[src/rtl/core/lfu_cache_table_unit_defines.svh]
// Assertion macros for the LFU table. The enclosing module supplies clk and arst_n.
`ifndef LFU_CACHE_TABLE_UNIT_DEFINES_SVH
`define LFU_CACHE_TABLE_UNIT_DEFINES_SVH

// The consequent holds in the same cycle as the antecedent.
`define LFU_ASSERT_SAME(lbl, ante, cons, msg) \
	lbl: assert property (@(posedge clk) disable iff (!arst_n) (ante) |-> (cons)) \
		else $error(msg);

// The consequent holds in the cycle after the antecedent.
`define LFU_ASSERT_NEXT(lbl, ante, cons, msg) \
	lbl: assert property (@(posedge clk) disable iff (!arst_n) (ante) |=> (cons)) \
		else $error(msg);

`endif

[src/rtl/core/lfu_pkg.sv]
package lfu_pkg;

	localparam int DEPTH_DEF = 16;

	localparam int DATA_W  = 32;
	localparam int COUNT_W = 32;
	localparam int STAMP_W = 48;
	localparam int CAP_W   = 5;

	localparam logic [CAP_W-1:0] CAP_RESET = 5'd16;

	// APB register map: one register, decoded on the word address bit.
	localparam int PADDR_W = 3;
	localparam logic REG_CAPACITY = 1'b0;

	localparam logic CMD_GET = 1'b0;
	localparam logic CMD_PUT = 1'b1;

	typedef enum logic [1:0] {
		ST_IDLE,
		ST_SCAN,
		ST_UPDATE
	} state_t;

endpackage

[src/rtl/core/lfu_cache_table_unit.sv]
// Fully associative key/value table with least-frequently-used replacement and an
// oldest-first tie break. Each transfer on the input channel is one get or put; it
// produces exactly one result transfer. Each entry is read in turn through the
// single read port of the entry memory, and the registered read data feeds one
// shared key compare and count/stamp compare unit. The touched or inserted entry
// is then written back in the same cycle as the result register is loaded, and
// the sequencer returns to idle before a new item is taken. The input stalls
// while an item is being worked on, and the write-back waits while an earlier
// result is still stalled in the output register; a finished result waits in the
// output register while the next item is already scanning. The capacity register
// (address 0) may only be written while the table is idle.
`include "lfu_cache_table_unit_defines.svh"

module lfu_cache_table_unit #(
	parameter int DEPTH = lfu_pkg::DEPTH_DEF
) (
	input  logic                               clk,
	input  logic                               arst_n,
	input  logic                               psel,
	input  logic                               penable,
	input  logic                               pwrite,
	input  logic [lfu_pkg::PADDR_W-1:0]        paddr,
	input  logic [31:0]                        pwdata,
	output logic [31:0]                        prdata,
	output logic                               pready,
	input  logic                               in_valid,
	output logic                               in_stall,
	input  logic                               cmd,
	input  logic signed [lfu_pkg::DATA_W-1:0]  key,
	input  logic signed [lfu_pkg::DATA_W-1:0]  value,
	output logic                               out_valid,
	input  logic                               out_stall,
	output logic                               hit,
	output logic signed [lfu_pkg::DATA_W-1:0]  read_value,
	output logic                               evicted,
	output logic signed [lfu_pkg::DATA_W-1:0]  evicted_key
);

	localparam int IDX_W = (DEPTH > 1) ? $clog2(DEPTH) : 1;
	localparam int CNT_W = $clog2(DEPTH + 1);
	localparam int DW    = lfu_pkg::DATA_W;
	localparam int CW    = lfu_pkg::COUNT_W;
	localparam int SW    = lfu_pkg::STAMP_W;

	lfu_pkg::state_t state_q, state_d;

	logic [lfu_pkg::CAP_W-1:0] capacity_q;

	// Entry storage.
	logic [DEPTH-1:0] valid_q;
	logic [DW-1:0]    key_mem   [DEPTH];
	logic [DW-1:0]    value_mem [DEPTH];
	logic [CW-1:0]    count_mem [DEPTH];
	logic [SW-1:0]    stamp_mem [DEPTH];

	logic [SW-1:0] access_stamp_q;

	// Latched item.
	logic          cmd_q;
	logic [DW-1:0] key_q;
	logic [DW-1:0] value_q;

	// Scan read port and compare stage.
	logic [CNT_W-1:0] scan_cnt_q;
	logic             issue;
	logic             valid_s1;
	logic [IDX_W-1:0] idx_s1;
	logic [DW-1:0]    rd_key_s1;
	logic [DW-1:0]    rd_value_s1;
	logic [CW-1:0]    rd_count_s1;
	logic [SW-1:0]    rd_stamp_s1;
	logic             scan_last;

	// Scan results.
	logic             found_q;
	logic [IDX_W-1:0] slot_q;
	logic [DW-1:0]    hit_value_q;
	logic [CW-1:0]    hit_count_q;
	logic [CNT_W-1:0] used_q;
	logic             have_free_q;
	logic [IDX_W-1:0] free_q;
	logic             any_q;
	logic [IDX_W-1:0] vic_q;
	logic [CW-1:0]    vic_count_q;
	logic [SW-1:0]    vic_stamp_q;
	logic [DW-1:0]    vic_key_q;

	// Result register.
	logic          out_valid_q;
	logic          hit_q;
	logic [DW-1:0] read_value_q;
	logic          evicted_q;
	logic [DW-1:0] evicted_key_q;

	logic          in_xfer;
	logic          out_xfer;
	logic          cfg_write;
	logic          upd_go;
	logic          is_put;
	logic [31:0]   cap_ext;
	logic [31:0]   cap_eff;
	logic          cap_zero;
	logic          full;
	logic          need_evict;
	logic          do_touch;
	logic          do_insert;
	logic [IDX_W-1:0] dst;
	logic [CW-1:0] touched_count;
	logic          cur_valid;
	logic          better_victim;

	// Configuration port.
	assign pready    = 1'b1;
	assign cfg_write = psel && penable && pwrite && pready;
	assign prdata    = (paddr[2] == lfu_pkg::REG_CAPACITY) ? 32'(capacity_q) : 32'd0;

	always_ff @(posedge clk or negedge arst_n) begin
		if (!arst_n) begin
			capacity_q <= lfu_pkg::CAP_RESET;
		end else if (cfg_write && paddr[2] == lfu_pkg::REG_CAPACITY) begin
			capacity_q <= pwdata[lfu_pkg::CAP_W-1:0];
		end
	end

	assign in_xfer  = in_valid && !in_stall;
	assign out_xfer = out_valid_q && !out_stall;

	// Sequencer.
	always_ff @(posedge clk or negedge arst_n) begin
		if (!arst_n) begin
			state_q <= lfu_pkg::ST_IDLE;
		end else begin
			state_q <= state_d;
		end
	end

	always_comb begin
		state_d  = state_q;
		in_stall = 1'b1;
		case (state_q)
			lfu_pkg::ST_IDLE: begin
				in_stall = 1'b0;
				if (in_valid) begin
					state_d = lfu_pkg::ST_SCAN;
				end
			end
			lfu_pkg::ST_SCAN: begin
				if (scan_last) begin
					state_d = lfu_pkg::ST_UPDATE;
				end
			end
			lfu_pkg::ST_UPDATE: begin
				if (upd_go) begin
					state_d = lfu_pkg::ST_IDLE;
				end
			end
			default: begin
				state_d = lfu_pkg::ST_IDLE;
			end
		endcase
	end

	always_ff @(posedge clk) begin
		if (in_xfer) begin
			cmd_q   <= cmd;
			key_q   <= key;
			value_q <= value;
		end
	end

	// Entry scan: one memory read per cycle, compared in the following cycle.
	assign issue     = (state_q == lfu_pkg::ST_SCAN) && (scan_cnt_q < CNT_W'(DEPTH));
	assign scan_last = valid_s1 && (idx_s1 == IDX_W'(DEPTH - 1));

	always_ff @(posedge clk or negedge arst_n) begin
		if (!arst_n) begin
			scan_cnt_q <= '0;
			valid_s1   <= 1'b0;
		end else begin
			valid_s1 <= issue;
			if (in_xfer) begin
				scan_cnt_q <= '0;
			end else if (issue) begin
				scan_cnt_q <= scan_cnt_q + CNT_W'(1);
			end
		end
	end

	always_ff @(posedge clk) begin
		if (issue) begin
			idx_s1      <= scan_cnt_q[IDX_W-1:0];
			rd_key_s1   <= key_mem[scan_cnt_q[IDX_W-1:0]];
			rd_value_s1 <= value_mem[scan_cnt_q[IDX_W-1:0]];
			rd_count_s1 <= count_mem[scan_cnt_q[IDX_W-1:0]];
			rd_stamp_s1 <= stamp_mem[scan_cnt_q[IDX_W-1:0]];
		end
	end

	assign cur_valid = valid_q[idx_s1];

	// Lowest count wins, then the oldest stamp; a strict compare keeps the lower slot on a tie.
	assign better_victim = !any_q || (rd_count_s1 < vic_count_q) ||
		((rd_count_s1 == vic_count_q) && (rd_stamp_s1 < vic_stamp_q));

	always_ff @(posedge clk) begin
		if (in_xfer) begin
			found_q     <= 1'b0;
			used_q      <= '0;
			have_free_q <= 1'b0;
			any_q       <= 1'b0;
		end else if (valid_s1) begin
			if (cur_valid) begin
				used_q <= used_q + CNT_W'(1);
				if (!found_q && rd_key_s1 == key_q) begin
					found_q     <= 1'b1;
					slot_q      <= idx_s1;
					hit_value_q <= rd_value_s1;
					hit_count_q <= rd_count_s1;
				end
				if (better_victim) begin
					any_q       <= 1'b1;
					vic_q       <= idx_s1;
					vic_count_q <= rd_count_s1;
					vic_stamp_q <= rd_stamp_s1;
					vic_key_q   <= rd_key_s1;
				end
			end else if (!have_free_q) begin
				have_free_q <= 1'b1;
				free_q      <= idx_s1;
			end
		end
	end

	// Write-back decision.
	assign is_put     = (cmd_q == lfu_pkg::CMD_PUT);
	assign cap_ext    = 32'(capacity_q);
	assign cap_eff    = (cap_ext > 32'(DEPTH)) ? 32'(DEPTH) : cap_ext;
	assign cap_zero   = (cap_eff == 32'd0);
	assign full       = (32'(used_q) >= cap_eff);
	assign need_evict = (full || !have_free_q) && any_q;
	assign dst        = need_evict ? vic_q : free_q;
	assign do_touch   = found_q && (!is_put || !cap_zero);
	assign do_insert  = is_put && !cap_zero && !found_q;
	assign touched_count = (hit_count_q == '1) ? hit_count_q : hit_count_q + CW'(1);

	// The result register must be free before the entry is written back.
	assign upd_go = (state_q == lfu_pkg::ST_UPDATE) && (!out_valid_q || !out_stall);

	always_ff @(posedge clk) begin
		if (upd_go && do_touch) begin
			count_mem[slot_q] <= touched_count;
			stamp_mem[slot_q] <= access_stamp_q;
			if (is_put) begin
				value_mem[slot_q] <= value_q;
			end
		end else if (upd_go && do_insert) begin
			key_mem[dst]   <= key_q;
			value_mem[dst] <= value_q;
			count_mem[dst] <= CW'(1);
			stamp_mem[dst] <= access_stamp_q;
		end
	end

	always_ff @(posedge clk or negedge arst_n) begin
		if (!arst_n) begin
			valid_q        <= '0;
			access_stamp_q <= '0;
		end else if (upd_go && (do_touch || do_insert)) begin
			access_stamp_q <= access_stamp_q + SW'(1);
			if (do_insert) begin
				valid_q[dst] <= 1'b1;
			end
		end
	end

	// Result register.
	always_ff @(posedge clk or negedge arst_n) begin
		if (!arst_n) begin
			out_valid_q <= 1'b0;
		end else if (upd_go) begin
			out_valid_q <= 1'b1;
		end else if (out_xfer) begin
			out_valid_q <= 1'b0;
		end
	end

	always_ff @(posedge clk) begin
		if (upd_go) begin
			hit_q         <= found_q;
			read_value_q  <= (!is_put && found_q) ? hit_value_q : '0;
			evicted_q     <= do_insert && need_evict;
			evicted_key_q <= (do_insert && need_evict) ? vic_key_q : '0;
		end
	end

	assign out_valid   = out_valid_q;
	assign hit         = hit_q;
	assign read_value  = read_value_q;
	assign evicted     = evicted_q;
	assign evicted_key = evicted_key_q;

	`LFU_ASSERT_NEXT(a_accept_starts_scan, in_xfer, state_q == lfu_pkg::ST_SCAN, "no scan")
	`LFU_ASSERT_NEXT(a_update_gives_result, upd_go, out_valid_q, "write-back without a result")
	`LFU_ASSERT_SAME(a_hit_evict_exclusive, out_valid_q, !(hit_q && evicted_q), "hit evicted")
	`LFU_ASSERT_SAME(a_miss_reads_zero, out_valid_q && !hit_q, read_value_q == '0, "miss value")

endmodule
[config.mk]
export PLATFORM = sky130hd
export DESIGN_NAME = lfu_cache_table_unit
export DESIGN_NICKNAME = d
export VERILOG_FILES = /design/src/rtl/core/lfu_pkg.sv /design/src/rtl/core/lfu_cache_table_unit.sv
export VERILOG_INCLUDE_DIRS = /design/src /design/src/rtl/core
export SDC_FILE = /design/constraint.sdc
export NUM_CORES = 2
export LEC_CHECK = 0
export BUFFER_PORTS_ARGS = -buffer_cell sky130_fd_sc_hd__buf_2
export CORE_UTILIZATION = 45
export CTS_CLUSTER_SIZE = 25
export DETAILED_ROUTE_END_ITERATION = 8
export GPL_ROUTABILITY_DRIVEN = 0
export PLACE_DENSITY = 0.63
export SYNTH_ARGS = -nofsm -noshare
export SYNTH_HDL_FRONTEND = slang
export SYNTH_SLANG_ARGS = --single-unit
export TNS_END_PERCENT = 30
[constraint.sdc]
create_clock -name clk -period 21 [get_ports clk]
set_input_delay 4.2 -clock clk [delete_from_list [all_inputs] [get_ports clk]]
set_output_delay 4.2 -clock clk [all_outputs]
set_load 0.005 [all_outputs]
* Word-level counts from Yosys, hierarchy flattened
Memory sizes are Yosys's and may differ from the RTL's. A register that Yosys moved wholly into a read port is not among the register bits.
Cells that the tools add are included.
** Storage, ports and cells
- Flip-flop bits (word level) :: 409
- Bits in writable memories :: 2304
- Bits of input ports :: 107
- Output and inout bits :: 101
- Memories kept :: 4
** Memories
- stamp_mem :: depth 16, width 48, rd ports 1, clocked after Yosys merged registers in 1, wr ports 1, line lfu_cache_table_unit.sv:54 : logic [SW-1:0] stamp_mem [DEPTH];
- count_mem :: depth 16, width 32, rd ports 1, clocked after Yosys merged registers in 1, wr ports 1, line lfu_cache_table_unit.sv:53 : logic [CW-1:0] count_mem [DEPTH];
- key_mem :: depth 16, width 32, rd ports 1, clocked after Yosys merged registers in 1, wr ports 1, line lfu_cache_table_unit.sv:51 : logic [DW-1:0] key_mem [DEPTH];
- value_mem :: depth 16, width 32, rd ports 1, clocked after Yosys merged registers in 1, wr ports 1, line lfu_cache_table_unit.sv:52 : logic [DW-1:0] value_mem [DEPTH];
** Cells by class
- Add/sub/neg operators :: 4
- Order comparisons :: 8
- Equal/unequal tests :: 9
- Muxes and demuxes :: 34
- Bitwise gates (word level) :: 5
- Reductions and logical operators :: 49
** Operators with widths (count)
- $mux 32 :: 3
- $eq 32x32->1 :: 2
- $reduce_or 32->1 :: 2
- $add 48x1->48 const B :: 1
- $lt 48x48->1 :: 1
- $mux 48 :: 1
- $reduce_or 48->1 :: 1
- $add 32x1->32 const B :: 1
- $eq 32x32->1 const B :: 1
- $logic_not 32->1 :: 1
- $lt 32x32->1 :: 1
- $logic_and 1x1->1 :: 20
- $mux 5 :: 4
- $mux 1 :: 16
- $mux 4 :: 4
- $or 16x16->16 :: 1
- $reduce_and 4->1 :: 3
- $add 5x1->5 const B :: 2
- $lt 4x5->1 const B :: 2
- $reduce_and 3->1 :: 3
- $logic_not 1->1 :: 7
- $logic_or 1x1->1 :: 6
- $mux 2 :: 3
- $ne 2x2->1 const B :: 3
- 14 further kinds :: 20

* Logic depth before layout (Yosys ltp)
- Word-level depth :: 12
- Gate-level depth with buffers :: 11
- Gate-level depth less buffers :: 9

* Least setup slack after synthesis
OpenSTA, ideal clock, no wires.
- Kind :: in2reg
- From :: in out_stall
- To :: mem count_mem[14][0] (netlist name) (enable)
- Library setup time :: 0.716 ns
- Arrival time :: 14.185 ns
- Path slack :: 6.099 ns
- Stages :: 7
- Path through :: nand2_1 > nand2b_1 > inv_1 > o21a_1 > or3b_1 > buf_2 > nor4_1
** Between the ends
- Word-level cells in the longest chain between the ends :: 9
- Elaborated cells between the ends (all ways) :: 13
- Those cells by class :: mux (7); reduce/logical (6)
** Ends and longest elaborated chain
- from (decl) :: line lfu_cache_table_unit.sv:32 : input logic out_stall,
- $logic_not 1->1 * :: line lfu_cache_table_unit.sv:247 : assign upd_go = (state_q == lfu_pkg::ST_UPDATE) && (!out_valid_q || !out_stall);
- $logic_or 1x1->1 * :: line lfu_cache_table_unit.sv:247
- $logic_and 1x1->1 * :: line lfu_cache_table_unit.sv:247
- named net upd_go :: line lfu_cache_table_unit.sv:98 : logic upd_go;
- $logic_and 1x1->1 :: line lfu_cache_table_unit.sv:256 : end else if (upd_go && do_insert) begin
- $mux 1 :: line lfu_cache_table_unit.sv:256
- $mux 1 :: line lfu_cache_table_unit.sv:250 : if (upd_go && do_touch) begin
- $mux 1 (not written as such) :: line lfu_cache_table_unit.sv:259 : count_mem[dst] <= CW'(1);
- $reduce_or 32->1 (no source line)
- $mux 4 (no source line) / $mux 1 (equally long branches)
- to (decl) :: line lfu_cache_table_unit.sv:53
The timed path passes the listed nets; every way through them passes the cells marked *.

* Worst setup path after layout
- From :: in paddr[2] (netlist name)
- To :: out prdata[1]
** Between the ends
- Word-level cells in the longest chain between the ends :: 1
** Ends and longest elaborated chain
- from (decl) :: line lfu_cache_table_unit.sv:22 : input logic [lfu_pkg::PADDR_W-1:0] paddr,
- $mux 5 :: line lfu_cache_table_unit.sv:115 : assign prdata = (paddr[2] == lfu_pkg::REG_CAPACITY) ? 32'(capacity_q) : 32'd0;
- to (decl) :: line lfu_cache_table_unit.sv:24 : output logic [31:0] prdata,
Every way passes these cells.

==> metrics <==
drt total wl=235 mm; via count=49100; count of cell types in the netlist=67; final setup vio count=0; max cap viols=0; reg2reg start=capacity_q[4]; Hold Crit Class=flip-flop to flip-flop; Seq/Total Area, Yosys=0.786; CP Capture Type=primary output; syn avg cell area=23.2 µm²; Area growth syn-to-layout=13.3%; vias per cell=5.83; Hold Startpoint=rd_value_s1[16]; commonest non-fill, non-tap cell in the layout=edfxtp_1; Yosys reg bits=2857; Iter 0 DRT Violations=4885; CTS Buf Count=302; Fmax=0.114 GHz; unrepaired setup endpoints after global routing=no; Crit. Startpoint=paddr[2]; fin nets=5248; CTS tree=yes; Placeable Area=239000 µm²; DRC viols=0; Worst-path clk slew=60 ps; number of flops mapped to enable cells by yosys=2771; die area=243000 µm²; Clk Latency, worst-skew pair=910 ps; hold buffer count at CTS=0; Setup Fix Bufs, Post-CTS=0; GRT met3 Usage=0.0323; initial antenna violation count=16; share of cells above drive strength 1=0.278; final hold violations=0; Tcrit/Tclk final=0.417; highest-count cells in the layout ignoring fill and taps=edfxtp_1, mux4_2, clkbuf_16; Post-synth ARST share=0.0273; vias in the first global route=50600; pin count of the biggest net entering global routing=142; CTS H-Tree Depth=5; Reg2Reg Setup Slack=15720 ps; worst slew pin tran=1200 ps; Worst VDD drop=0.168 mV; total track usage=0.194; global route overflow=0; TritonCTS Sinks=2857; max-slew violations=0; FP Rows=179; Buffers on Ports=150; critical path data required time=16800 ps; kind of critical path=input port to primary output; Total Neg Setup Slack=0 ps; Clock Path Buffers=4; Worst slew margin=0.201; Crit Path Max Fanout=6; Die X=493 µm; P_leak=38.0 nW; first-pass GRT wire length=344 mm; drt pass-1 iters=5; Synth Flop Type=edfxtp_1; synth warn=0; Top Usage Layer GRT=met2; hold slack final=418 ps; area of the mapped netlist=109000 µm²; Resize count post-CTS=0; Worst Skew=66.7 ps; hpwl dp=115 mm; met1 GRT Util=0.287; Die Y=493 µm; io pins=208; reg2reg path depth=10; RR Endpoint=stamp_mem[4][4]; Tmin final=8750 ps; routed len/inst=28.0 µm; Hold Path Stages=0; Hold Path End=hit_value_q[16]; met2 usage=0.303; post-synthesis cell count=4683; arrival time at the worst endpoint=4550 ps; Root Driver=clkbuf_16; Antenna Nets Post-Route=0; CP Launch Type=input port; PwrDens=122 nW/µm²; status=completed; Initial Util=0.455
## metrics by stage
stage | std cells | total power, W | utilization | instance area [µm²] | setup WS [ps]
2_1_floorplan | 4709 | 0.00930 | - | 109000 | 6100
3_3_place_gp | 7916 | 0.0101 | 0.476 | 114000 | 12230
3_5_place_dp | 7916 | 0.0101 | 0.476 | 114000 | 12220
4_1_cts | 8416 | 0.0151 | 0.515 | 123000 | 12250
5_1_grt | 8417 | 0.0155 | 0.515 | 123000 | 12200
6_report | 8419 | 0.0150 | 0.515 | 123000 | 12250
## how the worst max path moves through the flow
| stage | endpoint | depth (start not counted) |
|---|---|---|
| floorplan | count_mem[14][0] | 7 |
| global placement | prdata[2] | 3 |
| detailed placement | stamp_mem[6][10] | 10 |
| CTS | prdata[0] | 3 |
| global route | prdata[0] | 3 |
| finish | prdata[1] | 3 |
## synthesized netlist by cell type, drive strengths merged (3+ instances only)
cell	instances	area, µm²
edfxtp	2771	83200
mux4	724	16300
buf	113	582
clkbuf	105	394
inv	98	368
ha	88	1100
dfrtp	77	1930
and2	72	450
nor2	70	263
nand2	65	244
xnor2	55	482
xor2	45	394
nor4	44	282
nand4	43	269
nand3	41	205
a21oi	39	195
o21ai	26	134
nor3	21	128
o21bai	17	128
and3	16	100
and4	15	131
nand2b	11	68.8
or3	10	67.6
a31oi	9	56.3
a21o	8	60.1
dfxtp	8	160
mux2	8	90.1
mux2i	8	80.1
nor2b	7	43.8
nor3b	7	52.6
or4	7	56.3
a211oi	6	45.0
nand4b	5	43.8
a2111oi	4	35.0
o21a	4	30.0
nor4b	3	41.3
o211a	3	30.0
o211ai	3	22.5
or2	3	18.8
## critical path, stage by stage
cell and delay, ps:
buf_2 130, nor2b_1 100, buf_2 120
## cell families after synthesis
kind of cell	synth area share
flops	0.786
buf+inv	0.0124
fa+ha+maj	0.0101
simple gates	0.0230
compound gates	0.00829
xor+xnor	0.00807
other cells	0.0000692
mux	0.152
## area by class of cell
type,count,area [µm²]
antenna,3,7.51
sequential,2857,85300
multi-input combinational,1536,22300
fill,18500,116000
tap,3167,3960
inverter,98,373
timing repair buffer,258,1730
clock inverter,125,1080
clock buffer,375,8090
## metal layers
layer  vias up  part of all wire
met4        10             0.022
li1      20400                 -
met2      1641              0.48
met3       379             0.066
met1     26700              0.44
met5         -           0.00025
## power breakdown
group | switching, W | total, W | internal, W
Clock | 0.00208 | 0.00502 | 0.00293
Combinational | 0.00146 | 0.00291 | 0.00145
Sequential | 0.000312 | 0.00704 | 0.00673
## registers in the layout (all words and copies together), names as in the netlist, 16 cells and up
signal	count
access_stamp_q	48
count_mem	512
evicted_key	32
hit_count_q	32
hit_value_q	32
key_mem	512
key_q	32
rd_count_s1	32
rd_key_s1	32
rd_stamp_s1	48
rd_value_s1	32
read_value	32
stamp_mem	768
valid_q	16
value_mem	512
value_q	32
vic_count_q	32
vic_key_q	32
vic_stamp_q	48
Power figures use the tool's default switching activity.
